--- src/design/best_fit_heap_allocator_core_assert.svh ---
// ----------------------------------------------------------------------------
// Assertion macros for the best-fit heap allocator
// Immediate-implication and next-cycle forms, clocked on clk, off in reset.
// ----------------------------------------------------------------------------
`ifndef BEST_FIT_HEAP_ALLOCATOR_CORE_ASSERT_SVH
`define BEST_FIT_HEAP_ALLOCATOR_CORE_ASSERT_SVH

// antecedent implies consequent in the same cycle
`define BFHA_AP_NOW(lbl, ante, cons, msg) \
	lbl: assert property (@(posedge clk) disable iff (!arst_n) (ante) |-> (cons)) \
		else $error(msg);

// antecedent implies consequent in the next cycle
`define BFHA_AP_NEXT(lbl, ante, cons, msg) \
	lbl: assert property (@(posedge clk) disable iff (!arst_n) (ante) |=> (cons)) \
		else $error(msg);

`endif

--- src/design/bfha_pkg.sv ---
// ----------------------------------------------------------------------------
// bfha_pkg
// Word types, opcodes, status codes and heap layout constants.
// ----------------------------------------------------------------------------
package bfha_pkg;

	typedef logic [31:0] word_t;

	localparam logic [1:0] OP_ALLOC  = 2'd0;
	localparam logic [1:0] OP_FREE   = 2'd1;
	localparam logic [1:0] OP_RESIZE = 2'd2;
	localparam logic [1:0] OP_UNUSED = 2'd3;

	localparam logic [1:0] ST_OK      = 2'd0;
	localparam logic [1:0] ST_ZERO    = 2'd1;
	localparam logic [1:0] ST_NOSPACE = 2'd2;

	localparam word_t SIZE_MASK   = ~32'h7;
	localparam word_t ALLOC_BIT   = 32'h1;
	localparam word_t DSIZE       = 32'd8;
	localparam word_t MIN_BLOCK   = 32'd16;
	localparam word_t ALIGN_ADD   = 32'd15;
	localparam word_t LINK_OFF    = 32'd4;
	localparam word_t PRO_HDR_OFF = 32'd4;
	localparam word_t PRO_FTR_OFF = 32'd16;
	localparam word_t EPI_OFF     = 32'd20;
	localparam word_t HEAP_BASE   = 32'd24;
	localparam word_t PRO_TAG     = 32'd17;
	localparam word_t EPI_TAG     = 32'd1;

	typedef struct packed {
		logic [1:0]  op;
		logic [16:0] request_bytes;
		logic [15:0] block_ptr;
	} req_t;

	typedef struct packed {
		logic [15:0] result_ptr;
		logic [1:0]  status;
		logic        moved;
		logic [16:0] copy_bytes;
	} rsp_t;

	function automatic word_t size_of(input word_t w);
		return w & SIZE_MASK;
	endfunction

endpackage

--- src/design/bfha_seq.sv ---
// ----------------------------------------------------------------------------
// bfha_seq
// Allocator sequencer: walks the heap memory with at most one access per cycle.
// ----------------------------------------------------------------------------
module bfha_seq
	import bfha_pkg::*;
#(
	parameter int HEAP_BYTES  = 65536,
	parameter int CHUNK_BYTES = 4096
) (
	input  logic                              clk,
	input  logic                              arst_n,
	input  logic                              req_accept,
	input  req_t                              req,
	output logic                              ready,
	output logic                              res_valid,
	output rsp_t                              res,
	input  logic                              res_taken,
	output logic                              mem_we,
	output logic [$clog2(HEAP_BYTES/4)-1:0]   mem_addr,
	output word_t                             mem_wdata,
	input  word_t                             mem_rdata
);

	localparam int WORDS      = HEAP_BYTES / 4;
	localparam int AW         = $clog2(WORDS);
	localparam int WALK_LIMIT = HEAP_BYTES / 16 + 1;
	localparam int NW         = $clog2(WALK_LIMIT + 1);
	localparam word_t HEAP_LIM = word_t'(HEAP_BYTES);
	localparam word_t CHUNK    = word_t'(CHUNK_BYTES);

	typedef enum logic [5:0] {
		S_CLR, S_INIT0, S_INIT1, S_INIT2, S_IDLE, S_DISP,
		S_ALLOC, S_BF0, S_BF1, S_BF2, S_BFEND,
		S_GROW0, S_GROW1, S_GROW2, S_GROW3,
		S_M0, S_M1, S_M2, S_M3, S_M4, S_M5, S_M6, S_M7, S_MW0, S_MW1, S_MRET,
		S_UL0, S_UL1, S_UL2, S_UL3, S_UL4,
		S_PU0, S_PU1, S_PU2,
		S_PL0, S_PL1, S_PL2, S_PL3, S_PL4, S_PL5, S_PL6, S_PL7, S_PL8, S_ADONE,
		S_FR0, S_FR1, S_FR2, S_FR3,
		S_RS0, S_RS1, S_RS2, S_RS3, S_RS4, S_RS5, S_RS6, S_RS7,
		S_DONE
	} state_t;

	typedef enum logic [1:0] {
		MR_PLACE,
		MR_FREE,
		MR_INIT
	} mret_t;

	state_t           state_q, lret_q;
	mret_t            mret_q;
	logic [AW-1:0]    clr_q;
	logic [1:0]       op_q;
	logic [16:0]      bytes_q;
	word_t            ptr_q;
	logic [15:0]      res_q;
	logic [1:0]       st_q;
	logic             moved_q;
	logic [16:0]      copy_q;
	logic             mv_q;
	word_t            asize_q, w_q, best_q, bsz_q, g_q, top_q, head_q;
	logic [NW-1:0]    n_q;
	word_t            bp_q, s_q, pv_q, nx_q, pvsz_q, nxsz_q;
	logic             pa_q, na_q;
	word_t            un_q, unn_q, unp_q, ps_q, pl_q, c_q, old_q;

	word_t            rd_sz, bytes32, grow_sz, old_cp;

	function automatic logic [AW-1:0] wa(input word_t off);
		return off[AW+1:2];
	endfunction

	assign rd_sz   = size_of(mem_rdata);
	assign bytes32 = {15'b0, bytes_q};
	assign grow_sz = {g_q[31:2], 2'b00} + (g_q[2] ? 32'd4 : 32'd0);
	assign old_cp  = (old_q >= DSIZE) ? old_q - DSIZE : 32'd0;

	assign ready     = (state_q == S_IDLE);
	assign res_valid = (state_q == S_DONE);
	assign res       = '{result_ptr: res_q, status: st_q, moved: moved_q, copy_bytes: copy_q};

	// memory port
	always_comb begin
		mem_we    = 1'b0;
		mem_addr  = '0;
		mem_wdata = '0;
		unique case (state_q)
			S_CLR: begin
				mem_we   = 1'b1;
				mem_addr = clr_q;
			end
			S_INIT0: begin
				mem_we = 1'b1; mem_addr = wa(PRO_HDR_OFF); mem_wdata = PRO_TAG;
			end
			S_INIT1: begin
				mem_we = 1'b1; mem_addr = wa(PRO_FTR_OFF); mem_wdata = PRO_TAG;
			end
			S_INIT2: begin
				mem_we = 1'b1; mem_addr = wa(EPI_OFF); mem_wdata = EPI_TAG;
			end
			S_BF0: mem_addr = wa(w_q - LINK_OFF);
			S_BF1: mem_addr = wa(w_q);
			S_GROW1: begin
				mem_we = 1'b1; mem_addr = wa(bp_q - LINK_OFF); mem_wdata = s_q;
			end
			S_GROW2: begin
				mem_we = 1'b1; mem_addr = wa(bp_q + s_q - DSIZE); mem_wdata = s_q;
			end
			S_GROW3: begin
				mem_we = 1'b1; mem_addr = wa(bp_q + s_q - LINK_OFF); mem_wdata = EPI_TAG;
			end
			S_M0: mem_addr = wa(bp_q - DSIZE);
			S_M1: mem_addr = wa(bp_q - LINK_OFF);
			S_M2: mem_addr = wa(pv_q - LINK_OFF);
			S_M3: mem_addr = wa(pv_q + rd_sz - DSIZE);
			S_M4: mem_addr = wa(nx_q - LINK_OFF);
			S_M5: mem_addr = wa(nx_q + rd_sz - DSIZE);
			S_MW0: begin
				mem_we = 1'b1; mem_addr = wa(bp_q - LINK_OFF); mem_wdata = s_q;
			end
			S_MW1: begin
				mem_we = 1'b1; mem_addr = wa(bp_q + s_q - DSIZE); mem_wdata = s_q;
			end
			S_UL0: mem_addr = wa(un_q);
			S_UL1: mem_addr = wa(un_q + LINK_OFF);
			S_UL3: begin
				mem_we = (unp_q != '0); mem_addr = wa(unp_q); mem_wdata = unn_q;
			end
			S_UL4: begin
				mem_we = (unn_q != '0); mem_addr = wa(unn_q + LINK_OFF); mem_wdata = unp_q;
			end
			S_PU0: begin
				mem_we = 1'b1; mem_addr = wa(ps_q); mem_wdata = head_q;
			end
			S_PU1: begin
				mem_we = 1'b1; mem_addr = wa(ps_q + LINK_OFF);
			end
			S_PU2: begin
				mem_we = (head_q != '0); mem_addr = wa(head_q + LINK_OFF); mem_wdata = ps_q;
			end
			S_PL0: mem_addr = wa(pl_q - LINK_OFF);
			S_PL3: begin
				mem_we = 1'b1; mem_addr = wa(pl_q - LINK_OFF); mem_wdata = asize_q | ALLOC_BIT;
			end
			S_PL4: begin
				mem_we = 1'b1; mem_addr = wa(pl_q + asize_q - DSIZE);
				mem_wdata = asize_q | ALLOC_BIT;
			end
			S_PL5: begin
				mem_we = 1'b1; mem_addr = wa(pl_q + asize_q - LINK_OFF);
				mem_wdata = c_q - asize_q;
			end
			S_PL6: begin
				mem_we = 1'b1; mem_addr = wa(pl_q + c_q - DSIZE); mem_wdata = c_q - asize_q;
			end
			S_PL7: begin
				mem_we = 1'b1; mem_addr = wa(pl_q - LINK_OFF); mem_wdata = c_q | ALLOC_BIT;
			end
			S_PL8: begin
				mem_we = 1'b1; mem_addr = wa(pl_q + c_q - DSIZE); mem_wdata = c_q | ALLOC_BIT;
			end
			S_FR0: mem_addr = wa(ptr_q - LINK_OFF);
			S_FR2: begin
				mem_we = 1'b1; mem_addr = wa(ptr_q - LINK_OFF); mem_wdata = s_q;
			end
			S_FR3: begin
				mem_we = 1'b1; mem_addr = wa(ptr_q + s_q - DSIZE); mem_wdata = s_q;
			end
			S_RS0: mem_addr = wa(ptr_q - LINK_OFF);
			S_RS2: mem_addr = wa(nx_q - LINK_OFF);
			S_RS4: mem_addr = wa(nx_q - LINK_OFF);
			S_RS6: begin
				mem_we = 1'b1; mem_addr = wa(ptr_q - LINK_OFF); mem_wdata = s_q | ALLOC_BIT;
			end
			S_RS7: begin
				mem_we = 1'b1; mem_addr = wa(ptr_q + s_q - DSIZE); mem_wdata = s_q | ALLOC_BIT;
			end
			default: mem_we = 1'b0;
		endcase
	end

	always_ff @(posedge clk or negedge arst_n) begin
		if (!arst_n) begin
			state_q <= S_CLR;
			lret_q  <= S_IDLE;
			mret_q  <= MR_INIT;
			clr_q   <= '0;
			op_q    <= '0;
			bytes_q <= '0;
			ptr_q   <= '0;
			res_q   <= '0;
			st_q    <= ST_OK;
			moved_q <= 1'b0;
			copy_q  <= '0;
			mv_q    <= 1'b0;
			asize_q <= '0;
			w_q     <= '0;
			best_q  <= '0;
			bsz_q   <= '0;
			g_q     <= '0;
			top_q   <= HEAP_BASE;
			head_q  <= '0;
			n_q     <= '0;
			bp_q    <= '0;
			s_q     <= '0;
			pv_q    <= '0;
			nx_q    <= '0;
			pvsz_q  <= '0;
			nxsz_q  <= '0;
			pa_q    <= 1'b0;
			na_q    <= 1'b0;
			un_q    <= '0;
			unn_q   <= '0;
			unp_q   <= '0;
			ps_q    <= '0;
			pl_q    <= '0;
			c_q     <= '0;
			old_q   <= '0;
		end else begin
			unique case (state_q)
				S_CLR: begin
					clr_q <= clr_q + 1'b1;
					if (clr_q == AW'(WORDS - 1)) state_q <= S_INIT0;
				end
				S_INIT0: state_q <= S_INIT1;
				S_INIT1: state_q <= S_INIT2;
				S_INIT2: begin
					g_q     <= CHUNK;
					mret_q  <= MR_INIT;
					state_q <= S_GROW0;
				end
				S_IDLE: begin
					if (req_accept) begin
						op_q    <= req.op;
						bytes_q <= req.request_bytes;
						ptr_q   <= {16'b0, req.block_ptr};
						res_q   <= '0;
						st_q    <= ST_OK;
						moved_q <= 1'b0;
						copy_q  <= '0;
						mv_q    <= 1'b0;
						state_q <= S_DISP;
					end
				end
				S_DISP: begin
					unique case (op_q)
						OP_ALLOC: state_q <= S_ALLOC;
						OP_FREE:  state_q <= (ptr_q != '0) ? S_FR0 : S_DONE;
						OP_RESIZE: begin
							if (ptr_q == '0) begin
								state_q <= S_ALLOC;
							end else if (bytes_q == '0) begin
								st_q    <= ST_ZERO;
								state_q <= S_FR0;
							end else begin
								state_q <= S_RS0;
							end
						end
						default: state_q <= S_DONE;
					endcase
				end
				S_ALLOC: begin
					if (bytes_q == '0) begin
						st_q    <= ST_ZERO;
						state_q <= S_DONE;
					end else begin
						asize_q <= (bytes32 <= DSIZE) ? MIN_BLOCK
							: ((bytes32 + ALIGN_ADD) & SIZE_MASK);
						w_q     <= head_q;
						n_q     <= '0;
						best_q  <= '0;
						bsz_q   <= '1;
						state_q <= S_BF0;
					end
				end
				S_BF0: begin
					if (w_q == '0 || n_q >= NW'(WALK_LIMIT)) state_q <= S_BFEND;
					else state_q <= S_BF1;
				end
				S_BF1: begin
					state_q <= S_BF2;
					if (!mem_rdata[0] && rd_sz >= asize_q) begin
						if (rd_sz == asize_q) begin
							pl_q    <= w_q;
							state_q <= S_PL0;
						end else if (rd_sz < bsz_q) begin
							best_q <= w_q;
							bsz_q  <= rd_sz;
						end
					end
				end
				S_BF2: begin
					w_q     <= mem_rdata;
					n_q     <= n_q + 1'b1;
					state_q <= S_BF0;
				end
				S_BFEND: begin
					if (best_q != '0) begin
						pl_q    <= best_q;
						state_q <= S_PL0;
					end else begin
						g_q     <= (asize_q > CHUNK) ? asize_q : CHUNK;
						mret_q  <= MR_PLACE;
						state_q <= S_GROW0;
					end
				end
				S_GROW0: begin
					if (top_q > HEAP_LIM || grow_sz > HEAP_LIM - top_q) begin
						if (mret_q == MR_INIT) begin
							state_q <= S_IDLE;
						end else begin
							st_q    <= ST_NOSPACE;
							res_q   <= '0;
							state_q <= S_DONE;
						end
					end else begin
						bp_q    <= top_q;
						s_q     <= grow_sz;
						top_q   <= top_q + grow_sz;
						state_q <= S_GROW1;
					end
				end
				S_GROW1: state_q <= S_GROW2;
				S_GROW2: state_q <= S_GROW3;
				S_GROW3: state_q <= S_M0;
				S_M0: state_q <= S_M1;
				S_M1: begin
					pv_q    <= bp_q - rd_sz;
					state_q <= S_M2;
				end
				S_M2: begin
					s_q     <= rd_sz;
					nx_q    <= bp_q + rd_sz;
					state_q <= S_M3;
				end
				S_M3: begin
					pvsz_q  <= rd_sz;
					state_q <= S_M4;
				end
				S_M4: begin
					pa_q    <= mem_rdata[0];
					state_q <= S_M5;
				end
				S_M5: begin
					na_q    <= mem_rdata[0];
					nxsz_q  <= rd_sz;
					state_q <= S_M6;
				end
				S_M6: begin
					if (!pa_q && !na_q) begin
						s_q     <= s_q + pvsz_q + rd_sz;
						bp_q    <= pv_q;
						un_q    <= pv_q;
						lret_q  <= S_M7;
						state_q <= S_UL0;
					end else if (!pa_q) begin
						s_q     <= s_q + pvsz_q;
						bp_q    <= pv_q;
						un_q    <= pv_q;
						lret_q  <= S_MW0;
						state_q <= S_UL0;
					end else if (!na_q) begin
						s_q     <= s_q + nxsz_q;
						un_q    <= nx_q;
						lret_q  <= S_MW0;
						state_q <= S_UL0;
					end else begin
						state_q <= S_MW0;
					end
				end
				S_M7: begin
					un_q    <= nx_q;
					lret_q  <= S_MW0;
					state_q <= S_UL0;
				end
				S_MW0: state_q <= S_MW1;
				S_MW1: begin
					ps_q    <= bp_q;
					lret_q  <= S_MRET;
					state_q <= S_PU0;
				end
				S_MRET: begin
					unique case (mret_q)
						MR_PLACE: begin
							pl_q    <= bp_q;
							state_q <= S_PL0;
						end
						MR_FREE: state_q <= S_DONE;
						default: state_q <= S_IDLE;
					endcase
				end
				S_UL0: state_q <= S_UL1;
				S_UL1: begin
					unn_q   <= mem_rdata;
					state_q <= S_UL2;
				end
				S_UL2: begin
					unp_q   <= mem_rdata;
					state_q <= S_UL3;
				end
				S_UL3: begin
					if (unp_q == '0) head_q <= unn_q;
					state_q <= S_UL4;
				end
				S_UL4: state_q <= lret_q;
				S_PU0: state_q <= S_PU1;
				S_PU1: state_q <= S_PU2;
				S_PU2: begin
					head_q  <= ps_q;
					state_q <= lret_q;
				end
				S_PL0: state_q <= S_PL1;
				S_PL1: begin
					c_q     <= rd_sz;
					un_q    <= pl_q;
					lret_q  <= S_PL2;
					state_q <= S_UL0;
				end
				S_PL2: begin
					if (c_q >= asize_q && c_q - asize_q >= MIN_BLOCK) state_q <= S_PL3;
					else state_q <= S_PL7;
				end
				S_PL3: state_q <= S_PL4;
				S_PL4: state_q <= S_PL5;
				S_PL5: state_q <= S_PL6;
				S_PL6: begin
					ps_q    <= pl_q + asize_q;
					lret_q  <= S_ADONE;
					state_q <= S_PU0;
				end
				S_PL7: state_q <= S_PL8;
				S_PL8: state_q <= S_ADONE;
				S_ADONE: begin
					res_q <= pl_q[15:0];
					st_q  <= ST_OK;
					if (mv_q && pl_q != '0) begin
						copy_q  <= (bytes32 < old_cp) ? bytes_q : old_cp[16:0];
						moved_q <= 1'b1;
						state_q <= S_FR0;
					end else begin
						state_q <= S_DONE;
					end
				end
				S_FR0: state_q <= S_FR1;
				S_FR1: begin
					s_q     <= rd_sz;
					state_q <= S_FR2;
				end
				S_FR2: state_q <= S_FR3;
				S_FR3: begin
					bp_q    <= ptr_q;
					mret_q  <= MR_FREE;
					state_q <= S_M0;
				end
				S_RS0: state_q <= S_RS1;
				S_RS1: begin
					old_q   <= rd_sz;
					asize_q <= (bytes32 + ALIGN_ADD) & SIZE_MASK;
					nx_q    <= ptr_q + rd_sz;
					state_q <= S_RS2;
				end
				S_RS2: state_q <= S_RS3;
				S_RS3: begin
					if (asize_q <= old_q) begin
						res_q   <= ptr_q[15:0];
						state_q <= S_DONE;
					end else if (!mem_rdata[0] && old_q + rd_sz >= asize_q) begin
						un_q    <= nx_q;
						lret_q  <= S_RS4;
						state_q <= S_UL0;
					end else begin
						mv_q    <= 1'b1;
						state_q <= S_ALLOC;
					end
				end
				S_RS4: state_q <= S_RS5;
				S_RS5: begin
					s_q     <= old_q + rd_sz;
					state_q <= S_RS6;
				end
				S_RS6: state_q <= S_RS7;
				S_RS7: begin
					res_q   <= ptr_q[15:0];
					state_q <= S_DONE;
				end
				S_DONE: begin
					if (res_taken) state_q <= S_IDLE;
				end
				default: state_q <= S_IDLE;
			endcase
		end
	end

endmodule
--- config.mk ---
export PLATFORM = sky130hd
export DESIGN_NAME = bfha_seq
export DESIGN_NICKNAME = d
export VERILOG_FILES = /design/src/design/best_fit_heap_allocator_core_assert.svh /design/src/design/bfha_pkg.sv /design/src/design/bfha_seq.sv
export SDC_FILE = /design/constraint.sdc
export NUM_CORES = 2
export LEC_CHECK = 0
export BUFFER_PORTS_ARGS = -buffer_cell sky130_fd_sc_hd__buf_2
export CORE_AREA = 2 2 321 323
export CTS_CLUSTER_SIZE = 20
export DETAILED_ROUTE_END_ITERATION = 10
export DIE_AREA = 0 0 323 325
export PLACE_DENSITY = 0.66
export SLEW_MARGIN = 10
export SYNTH_ARGS = -nofsm -noshare
export SYNTH_HDL_FRONTEND = slang
export SYNTH_SLANG_ARGS = --single-unit
export TNS_END_PERCENT = 100
--- constraint.sdc ---
create_clock -name clk -period 6 [get_ports clk]
set_input_delay 0.6 -clock clk [delete_from_list [all_inputs] [get_ports clk]]
set_output_delay 0.6 -clock clk [all_outputs]
set_load 0.03 [all_outputs]
# --- Yosys cells after proc, flatten, opt, wreduce, memory -nomap -nowiden ---
# Cells that the tools add are included.
# Widths: inputs -> output; s select.
word_totals:
  wordCells: 355
  ram_bits: 0
  out_inout_bits: 85
  input_bits: 71
  regBits: 711
  latchBits: 0
  memories: 0
  romBits: 0
classes:
  eq_ne: 86
  bitwise_logic: 1
  n_lt_le_gt_ge: 13
  n_div: 0
  shifts: 0
  n_addsub: 40
  mul: 0
  muxes: 102
  reduce_logical: 78
op_table:
  columns: ["op", "n"]
  rows:
  - ["$mux 32", 26]
  - ["$pmux 32 s2", 7]
  - ["$pmux 14 s27", 1]
  - ["$pmux 32 s11", 1]
  - ["$pmux 6 s53", 1]
  - ["$add 32x32->32", 6]
  - ["$pmux 32 s3", 2]
  - ["$reduce_bool 32->1", 6]
  - ["$eq 6x6->1 const B", 25]
  - ["$mux 16", 9]
  - ["$pmux 32 s4", 1]
  - ["$sub 16x3->16 const B", 8]
  - ["$add 16x16->16", 7]
  - ["$sub 16x4->16 const B", 7]
  - ["$eq 6x5->1 const B", 16]
  - ["$ge 32x32->1", 3]
  - ["$logic_not 32->1", 3]
  - ["$mux 6", 16]
  - ["$pmux 16 s5", 1]
  - ["$add 16x3->16 const B", 4]
  - ["$pmux 16 s4", 1]
  - ["$sub 32x32->32", 2]
  - ["$mux 17", 3]
  - ["$eq 6x4->1 const B", 8]
  - ["65 further kinds", 156]

# --- Longest topological paths before layout ---
depth:
  word_depth: 6
  mapped_depth: 24

# --- Worst setup path before layout ---
# OpenSTA, ideal clock, no wires.
synth_path:
  path_type: "input to register"
  from: "in mem_rdata[3]"
  to: "reg lret_q[0]"
  required_ps: 5872
  n_path_buf: 0
  arrival_time_ps: 4784
  setup_ps: 128
  stages: 19
  path_slack_ps: 1088
  cell_sequence: "ha_1 -> inv_1 -> fa_1 -> nand2b_1 -> a21oi_2 -> nor2b_1 -> xnor2_1 -> ha_1 -> a21o_1 -> a21o_1 -> a211o_1 -> o211ai_1 -> a31oi_1 -> or4_1 -> or4_4 -> nor4b_4 -> a311oi_1 -> o21ai_1 -> mux2_1"
synth_between:
  elab_chain_len: 5
synth_rtl:
  columns: ["element", "line", "text"]
  rows:
  - ["from (decl)", "bfha_seq.sv:22", "input word_t mem_rdata"]
  - ["$add 32x32->32", "bfha_seq.sv:468", "end else if (!mem_rdata[0] && old_q + rd_sz >= asize_q) begin"]
  - ["$ge 32x32->1", "bfha_seq.sv:468", null]
  - ["$logic_and 1x1->1", "bfha_seq.sv:468", null]
  - ["$ne 2x2->1 (no line)", null, null]
  - ["$reduce_and 4->1 (no line)", null, null]
  - ["to (signal assigned)", "bfha_seq.sv:417", "lret_q <= S_PL2;"]
  - ["to (signal assigned)", "bfha_seq.sv:429", "lret_q <= S_ADONE;"]
  - ["to (signal assigned)", "bfha_seq.sv:470", "lret_q <= S_RS4;"]
  - ["to (decl)", "bfha_seq.sv:51", "state_t state_q, lret_q;"]
# No other way between the ends.
# A chain may end at the register's enable or synchronous reset.

# --- Worst setup path after layout ---
layout_path:
  from: "reg state_q[1]"
  to: "out mem_addr[8]"
layout_between:
  elab_chain_len: 3
  elab_cells_between_ends: 47
layout_rtl:
  columns: ["element", "line", "text"]
  rows:
  - ["from (decl)", "bfha_seq.sv:51", null]
  - ["from (signal assigned)", "bfha_seq.sv:249", "OP_FREE: state_q <= (ptr_q != '0) ? S_FR0 : S_DONE;"]
  - ["$eq 6x6->1 (tied with other cells)", "bfha_seq.sv:88", "unique case (state_q)"]
  - ["$reduce_or 4->1 (no line) (tied with other cells)", null, null]
  - ["$pmux 14 s27 *", "bfha_seq.sv:88", null]
  - ["to (decl)", "bfha_seq.sv:20", "output logic [$clog2(HEAP_BYTES/4)-1:0] mem_addr,"]
# Every way passes the cells marked *; elsewhere a longest branch is shown, timed or not.

==> results.sh <==
export IMPL_crit_path_end_kind="primary output"
export IMPL_power_leakage_uw=0.0263
export IMPL_final_layout_size_suffix_gt1_share_pct=13.1
export IMPL_route_antenna_remaining_nets=0
export IMPL_critPathArrivalTime_ns=5.38
export IMPL_syn_area_per_cell_sq_um=8.53
export IMPL_floorplan_die_height_um=325
export IMPL_cts_path_max_buffers=3
export IMPL_number_of_global_route_vias_before_repair=47400
export IMPL_irDropWorstVdd_mv=0.433
export IMPL_regToRegEndpoint="un_q[13]"
export IMPL_syn_nets=6403
export IMPL_grt_antenna_before_repair=20
export IMPL_power_density_nw_per_um2=696
export IMPL_fin_crit_sh_pct=99.6
export IMPL_drc_errors=8
export IMPL_cts_buffers_inserted=82
export IMPL_final_fill_count=9423
export IMPL_yosysSeqAreaShare_pct=33.1
export IMPL_achievable_clock_frequency_ghz=0.167
export IMPL_violations="DRC"
export IMPL_yosysWarningCount=0
export IMPL_finalClockSkew_ns=0.0538
export IMPL_finish_instance_area_sq_um=57000
export IMPL_synthMostInstantiatedCell="sky130_fd_sc_hd__nand2_1"
export IMPL_global_route_wire_length_before_repair_um=357000
export IMPL_synth_async_reset_ratio_pct=100
export IMPL_die_area_sq_um=105000
export IMPL_numPortBuffers=155
export IMPL_outcome="complete, but fails checks"
export IMPL_layout_min_cycle_time_ns=5.98
export IMPL_routed_wl_um=256000
export IMPL_core_sq_um=101000
export IMPL_synth_cell_types=94
export IMPL_maxSlewHeadroom_pct=4.01
export IMPL_p_total_uw=39700
export IMPL_path_clk_slew_ns=0.07
export IMPL_floorplan_initialDensity_pct=49.7
export IMPL_min_delay_start="req[10]"
export IMPL_critical_path_required_ns=5.40
export IMPL_final_instance_count_excl_fill=7562
export IMPL_root_driver="sky130_fd_sc_hd__clkbuf_16"
export IMPL_yosys_top_cells_area="sky130_fd_sc_hd__dfrtp_1 33%, sky130_fd_sc_hd__ha_1 10%, sky130_fd_sc_hd__nand2_1 5.2%"
export IMPL_synth_largest_type_area_fraction_pct=32.8
export IMPL_worstPathCellList="buf_4 -> or4_1 -> a21oi_1 -> buf_4 -> a21oi_1 -> a31oi_1 -> nor4_4 -> nand4_1 -> xor2_1 -> nor2_1 -> or4_1 -> buf_2"
export IMPL_worst_slew_pin_slew_ns=1.43
export IMPL_finalSetupViolations=0
export IMPL_drt_pass1_iter_count=11
export IMPL_viasPerCell=6.83
export IMPL_place_area_sq_um=54100
export IMPL_route_detailed_wl_per_inst_um=33.8
export IMPL_largest_net_degree_at_the_start_of_global_routing=145
export IMPL_worstHoldPathType="primary input to flip-flop"
export IMPL_crit_path_max_incr_delay_ns=0.91
export IMPL_htreeDepth=3
export IMPL_cell_taking_the_most_area_after_synthesis="sky130_fd_sc_hd__dfrtp_1"
export IMPL_clock_sinks=665
export IMPL_areaGrowthSynthToFinish_pct=13.2
export IMPL_detailroute_via_count=51700
export IMPL_leftover_overflow_at_the_end_of_global_routing=0
export IMPL_synth_ff_type="sky130_fd_sc_hd__dfrtp_1"
export IMPL_crit_path_kind="flip-flop to primary output"
export IMPL_hold_path_cell_cnt=2
export IMPL_critical_path_slowest_cell="sky130_fd_sc_hd__a21oi_1"
export IMPL_insertion_delay_ns=0.71
export IMPL_synth_cells=5906
export IMPL_destination_of_the_worst_hold_path="ptr_q[10]"
export IMPL_ff2ff_setup_slack_ns=0.27
export IMPL_maxCapViolations=0
export IMPL_place_hpwl_um=197000
export IMPL_critPathMaxFanout=13
export IMPL_worst_r2r_cell_count=25
export IMPL_nNetsFinal=6621
export IMPL_core_rowCount=117
export IMPL_crit_path_start_kind="flip-flop"
export IMPL_grt_total_usage_pct=47.6
export IMPL_final_util_pct=56.3
export IMPL_die_width_um=323
export IMPL_timing_setup_tns_ns=0
export IMPL_yosys_register_bits=665
export IMPL_io_pin_count=156
export IMPL_place_inst=7405
export IMPL_initialDrtViolationCount=8161
export IMPL_finalHoldViolations=0
export IMPL_cts_tree="built"
export IMPL_synth_top_cells_by_count="700 x sky130_fd_sc_hd__nand2_1, 661 x sky130_fd_sc_hd__dfrtp_1, 473 x sky130_fd_sc_hd__o21ai_0, 412 x sky130_fd_sc_hd__ha_1, 404 x sky130_fd_sc_hd__nor2_1"
export IMPL_netlist_area_before_placement_sq_um=50400
export IMPL_timing_final_max_slew_violations=0
export IMPL_number_of_enable_type_register_cells_in_the_synthesized_netlist=0
export IMPL_regToRegStartpoint="old_q[3]"
export IMPL_gp_routability_congestion=1.10
## per-stage QoR
stage / hold WS, ns / setup slack [ns]
finish: 0.122 / 0.0223
global route: 0.118 / -0.00623
CTS: 0.104 / 0.0372
detailed placement: 0.449 / -0.302
global placement: 0.446 / -0.279
floorplan: 0.304 / 1.09
## flip-flops by register name, summed over array words and instances, names as in the netlist, 32 cells and up
name and cells:
best_q 32, bp_q 32, head_q 32, pl_q 32, ps_q 32, pv_q 32
unn_q 32, unp_q 32, w_q 32
## per-layer routing
metal  track usage, %  share of wire, %  up-vias
li1                 -                 -    22200
met1             60.7                38    24900
met2             66.4                40     3534
met3             16.5                13      990
met4             35.0               9.2       18
met5            0.231             0.072        -
## layout make-up
| type | instances | area, sq um | area share [%] |
|---|---|---|---|
| Multi-Input combinational cell | 4562 | 31400 | 55.1 |
| Timing Repair Buffer | 433 | 3000 | 5.26 |
| Clock buffer | 112 | 2280 | 4.01 |
| Sequential cell | 665 | 16700 | 29.2 |
| Clock inverter | 34 | 539 | 0.945 |
| Tap cell | 1368 | 1710 | 3.00 |
| Antenna cell | 8 | 20.0 | 0.0351 |
| Inverter | 380 | 1430 | 2.50 |
## cell families after synthesis
logic type / count (synthesis) / synth area share (%)
AO/OA/AOI/OAI: 1789 / 23.9
XOR/XNOR: 324 / 5.63
buffers and inverters: 679 / 5.16
AND/OR/NAND/NOR: 1810 / 16.8
adder cells (fa/ha/maj): 426 / 10.8
multiplexers: 213 / 4.66
flip-flops: 665 / 33.1
## cell usage in the layout (no fill, tap or decap), types with 26 or more instances in the layout
cell / count
sky130_fd_sc_hd__xnor2_1: 184
sky130_fd_sc_hd__o21ai_0: 470
sky130_fd_sc_hd__or2_2: 27
sky130_fd_sc_hd__nor2_1: 384
sky130_fd_sc_hd__a31oi_1: 93
sky130_fd_sc_hd__nor4_1: 90
sky130_fd_sc_hd__nor3_1: 98
sky130_fd_sc_hd__o211ai_1: 40
sky130_fd_sc_hd__mux2i_1: 72
sky130_fd_sc_hd__ha_1: 412
sky130_fd_sc_hd__clkbuf_16: 82
sky130_fd_sc_hd__xor2_1: 139
sky130_fd_sc_hd__a221oi_1: 47
sky130_fd_sc_hd__o21bai_1: 26
sky130_fd_sc_hd__a21oi_1: 328
sky130_fd_sc_hd__o21a_1: 48
sky130_fd_sc_hd__nand2_1: 697
sky130_fd_sc_hd__nor2b_1: 55
sky130_fd_sc_hd__nand2b_1: 45
sky130_fd_sc_hd__mux2_2: 123
sky130_fd_sc_hd__dfrtp_1: 656
sky130_fd_sc_hd__a21o_1: 96
sky130_fd_sc_hd__nand3_1: 128
sky130_fd_sc_hd__a22o_1: 99
sky130_fd_sc_hd__and3_1: 55
sky130_fd_sc_hd__a211oi_1: 53
sky130_fd_sc_hd__buf_4: 267
sky130_fd_sc_hd__inv_1: 380
sky130_fd_sc_hd__a22oi_1: 103
sky130_fd_sc_hd__buf_2: 154
sky130_fd_sc_hd__o2111ai_1: 31
sky130_fd_sc_hd__nand4_1: 74
sky130_fd_sc_hd__a222oi_1: 108
## where the power goes
group / switching, uW / internal [uW] / total [uW]
Combinational: 16000 / 8950 / 25000
Sequential: 3140 / 6220 / 9360
Clock: 2240 / 3120 / 5360
## worst max path at each step
| stage | startpoint | to | slack, ns | depth (start not counted) |
|---|---|---|---|---|
| final | state_q[1] | mem_addr[8] | 0.02 | 12 |
| after global routing | old_q[3] | un_q[13] | -0.006 | 25 |
| after CTS | state_q[0] | mem_addr[8] | 0.04 | 14 |
| after detailed placement | mem_rdata[3] | lret_q[5] | -0.30 | 24 |
| after global placement | mem_rdata[3] | lret_q[0] | -0.28 | 24 |
| after floorplan | mem_rdata[3] | lret_q[0] | 1.09 | 19 |
## timing repair
action                     in CTS  in global routing
hold endpoints to repair       79                  0
setup endpoints to repair       3                 27
resized for setup               4                 14
pin swaps                       0                  2
hold buffers                    1                  0
setup buffers                   0                  2
## critical path, delay by kind of cell, from the launching register on
| kind | cells | cell delay (ns) |
|---|---|---|
| compound gates | 3 | 1.63 |
| xor+xnor | 1 | 0.16 |
| buf+inv | 3 | 0.81 |
| flops | 1 | 0.63 |
| simple gates | 5 | 1.44 |
No activity file was read; power rests on OpenSTA's default activity.
